$ cat src/rtl/ajs_ram.sv
// generic single-port-write, registered-read ram
module ajs_ram #(
  parameter int unsigned WIDTH = 8,
  parameter int unsigned DEPTH = 16,
  localparam int unsigned AW = (DEPTH > 1) ? $clog2(DEPTH) : 1
) (
  input  logic             clk,
  input  logic             we,
  input  logic [AW-1:0]    waddr,
  input  logic [WIDTH-1:0] wdata,
  input  logic             re,
  input  logic [AW-1:0]    raddr,
  output logic [WIDTH-1:0] rdata
);

  logic [WIDTH-1:0] mem [DEPTH];
  logic [WIDTH-1:0] rdata_r;

  always_ff @(posedge clk) begin
    if (we) begin
      mem[waddr] <= wdata;
    end
    if (re) begin
      rdata_r <= mem[raddr];
    end
  end

  assign rdata = rdata_r;

endmodule

$ cat config.mk
export PLATFORM = sky130hd
export DESIGN_NAME = ajs_ram
export DESIGN_NICKNAME = d
export VERILOG_FILES = /design/src/rtl/ajs_ram.sv
export SDC_FILE = /design/constraint.sdc
export NUM_CORES = 1
export LEC_CHECK = 0
export BUFFER_PORTS_ARGS = -buffer_cell sky130_fd_sc_hd__clkbuf_2
export CELL_PAD_IN_SITES_DETAIL_PLACEMENT = 0
export CELL_PAD_IN_SITES_GLOBAL_PLACEMENT = 2
export CORE_MARGIN = 1.5
export CORE_UTILIZATION = 35
export DETAILED_ROUTE_END_ITERATION = 8
export GPL_ROUTABILITY_DRIVEN = 0
export HOLD_SLACK_MARGIN = 0.06
export PLACE_DENSITY = 0.68
export REMOVE_ABC_BUFFERS = 1
export SKIP_LAST_GASP = 1
export SLEW_MARGIN = 20
export SYNTH_ARGS = -nofsm -noshare
export SYNTH_HDL_FRONTEND = slang
export SYNTH_SLANG_ARGS = --single-unit
$ cat constraint.sdc
create_clock -name clk -period 3.6 [get_ports clk]
set_clock_uncertainty 0.1 [all_clocks]
set_input_delay 0 -clock clk [delete_from_list [all_inputs] [get_ports clk]]
set_output_delay 0 -clock clk [all_outputs]
set_load 0.005 [all_outputs]
==> impl_metrics.env <==
export IMPL_setup_tns_ns=0
export IMPL_fin_crit_sh_pct=49.5
export IMPL_cts_root_buf="clkbuf_16"
export IMPL_switching_share_pct=18.6
export IMPL_pwr_share_clk_pct=46.7
export IMPL_globalRouteOverflowTotal=0
export IMPL_hold_viol_final=0
export IMPL_stdcell_count=476
export IMPL_core_area_um2=14500
export IMPL_synth_area_um2=5230
export IMPL_net_switching_power_w=0.000686
export IMPL_antenna_found_initial=0
export IMPL_yosys_warnings=0
export IMPL_grt_usage_pct=14.0
export IMPL_tightest_slew_ns=0.971
export IMPL_combPwrFrac_pct=4.5
export IMPL_p_seq_share_pct=48.7
export IMPL_syn_avg_cell_area_um2=22.8
export IMPL_drt_iter0_drc=308
export IMPL_synth_top_cells_by_area="edfxtp_1 78%, mux4_2 7.8%, mux4_1 7.0%, a22oi_1 2.3%, nor2_1 0.93%"
export IMPL_post_dp_hpwl_um=6380
export IMPL_fp_dieH_um=125
export IMPL_first_pass_iters=4
export IMPL_grt_pass1_vias=2492
export IMPL_vias_per_cell=5.00
export IMPL_max_freq_mhz=561
export IMPL_insertion_delay_ns=0.41
export IMPL_final_cell_mix="136 x edfxtp_1, 26 x clkbuf_2, 18 x mux4_2"
export IMPL_grt_pass1_wl_um=15400
export IMPL_p_leak_nw=2.08
export IMPL_rows=44
export IMPL_die_w_um=125
export IMPL_drc_errors=0
export IMPL_report_final_slew_viol_count=0
export IMPL_finalWirelength_um=10100
export IMPL_grt_max_degree=33
export IMPL_place_inst=433
export IMPL_clk_pin_slew_ns=0.05
export IMPL_p_int_w=0.00300
export IMPL_path_max_fanout=8
export IMPL_io_buffers=26
export IMPL_rsz0062_at_grt="false"
export IMPL_ys_seq_elements=136
export IMPL_antenna_left=0
export IMPL_maxCapViolCount=0
export IMPL_diodes=0
export IMPL_crit_slowest_cell="nor2_1"
export IMPL_netlist_instances=229
export IMPL_post_cts_setup_buffer_count=0
export IMPL_power_density_nw_per_um2=588
export IMPL_hold_buffers=12
export IMPL_area_growth_pct=19.7
export IMPL_endpoint_kind="flip-flop"
export IMPL_critPathKind="in2reg"
export IMPL_htreeDepth=4
export IMPL_post_route_cells_drive_above_1_share_pct=25.7
export IMPL_synthDistinctLibCells=18
export IMPL_clockBufferDepth=2
export IMPL_die_area_um2=15700
export IMPL_cts_tree="built"
export IMPL_cts_resized=0
export IMPL_slowest_delay_ns=0.76
export IMPL_numCtsBuffers=17
export IMPL_nets=299
export IMPL_initial_core_util_pct=36.0
export IMPL_crit_path_start_kind="input port"
export IMPL_final_setup_viol_count=0
export IMPL_ios=27
export IMPL_clock_sinks=136
export IMPL_hold_class="in2reg"
export IMPL_num_vias=2380
export IMPL_cp_cell_sequence="dlygate4sd3_1 > clkbuf_2 > nand2b_1 > nor2_1"
export IMPL_max_slew_margin_pct=35.0
export IMPL_wl_per_cell_um=21.3
export IMPL_ys_seq_area_share_pct=78.1
export IMPL_crit_required_ns=3.53
export IMPL_synth_top_area_share_pct=78.1
export IMPL_synth_top_cell_by_area="edfxtp_1"
export IMPL_final_common_cell="edfxtp_1"
export IMPL_period_needed_ns=1.78
export IMPL_critical_path_arrival_ns=1.71
export IMPL_ir_drop_uv=340
export IMPL_status="finished, final reports clean"
[sequential cells by signal, indices dropped and copies added (netlist names)]
name and cells:
mem 128, rdata 8
[per-layer routing]
| metal | vias up | track usage (%) | share of wire, % |
|---|---|---|---|
| li1 | 1084 | - | - |
| met1 | 1239 | 17.3 | 43 |
| met2 | 47 | 23.5 | 52 |
| met3 | 10 | 4.11 | 3.6 |
| met4 | 0 | 4.81 | 0.98 |
| met5 | - | 0 | 0 |
[power groups by stage]
stage	Clock [W]	Sequential [W]	Combinational, W
floorplan	0	0.00182	0.0000711
global placement	0	0.00183	0.000157
detailed placement	0	0.00183	0.000160
CTS	0.00175	0.00179	0.000170
global route	0.00182	0.00180	0.000183
finish	0.00172	0.00179	0.000166
[through the flow]
stage | hold slack [ns] | setup slack [ns] | util, % | power, W | area (um^2)
2_1_floorplan | -0.00113 | 2.01 | - | 0.00190 | 5140
3_3_place_gp | 0.300 | 1.46 | 38.2 | 0.00198 | 5550
3_5_place_dp | 0.301 | 1.44 | 38.2 | 0.00199 | 5550
4_1_cts | 0.154 | 1.82 | 43.1 | 0.00372 | 6260
5_1_grt | 0.192 | 1.76 | 43.1 | 0.00380 | 6260
6_report | 0.166 | 1.82 | 43.1 | 0.00368 | 6260
[worst paths after layout]
path / start / endpoint / slack [ns] / cells after the start
setup / recovery: waddr[1] / mem[5][0] / 1.82 / 4
hold / removal: waddr[2] / mem[4][3] / 0.17 / 3
setup reg to reg: mem[5][0] / rdata[0] / 1.91 / 3
hold reg to reg: mem[14][0] / rdata[0] / 0.65 / 3
[critical path: cells and delay by family]
kind                   cells  cell delay (ns)
buffers and inverters      2             0.72
and+or+nand+nor            2             0.98
[cell type report]
type | instances | area (um^2)
Timing Repair Buffer | 42 | 293
Multi-Input combinational cell | 83 | 1060
Tap cell | 184 | 230
Fill cell | 1261 | 8270
Sequential cell | 136 | 4080
Clock buffer | 19 | 433
Clock inverter | 12 | 158
[cells by family after synthesis]
group	after synthesis	share of synthesized area, %
buffers and inverters	10	1.65
muxes	32	14.8
AOI/OAI and AO/OA	16	2.30
DFF	136	78.1
and+or+nand+nor	35	3.14
[synth_stat cells]
library cell,count
and2_1,1
mux4_1,14
nor3_1,4
nand3b_1,2
edfxtp_1,136
clkdlybuf4s25_2,3
nand2_1,9
buf_6,3
nor2_1,13
buf_2,3
nand2b_1,2
nor2b_1,1
a22oi_1,16
and2b_1,1
mux4_2,18
or3b_2,1
nand3_1,1
buf_4,1
No activity file was read; power rests on OpenSTA's default activity.
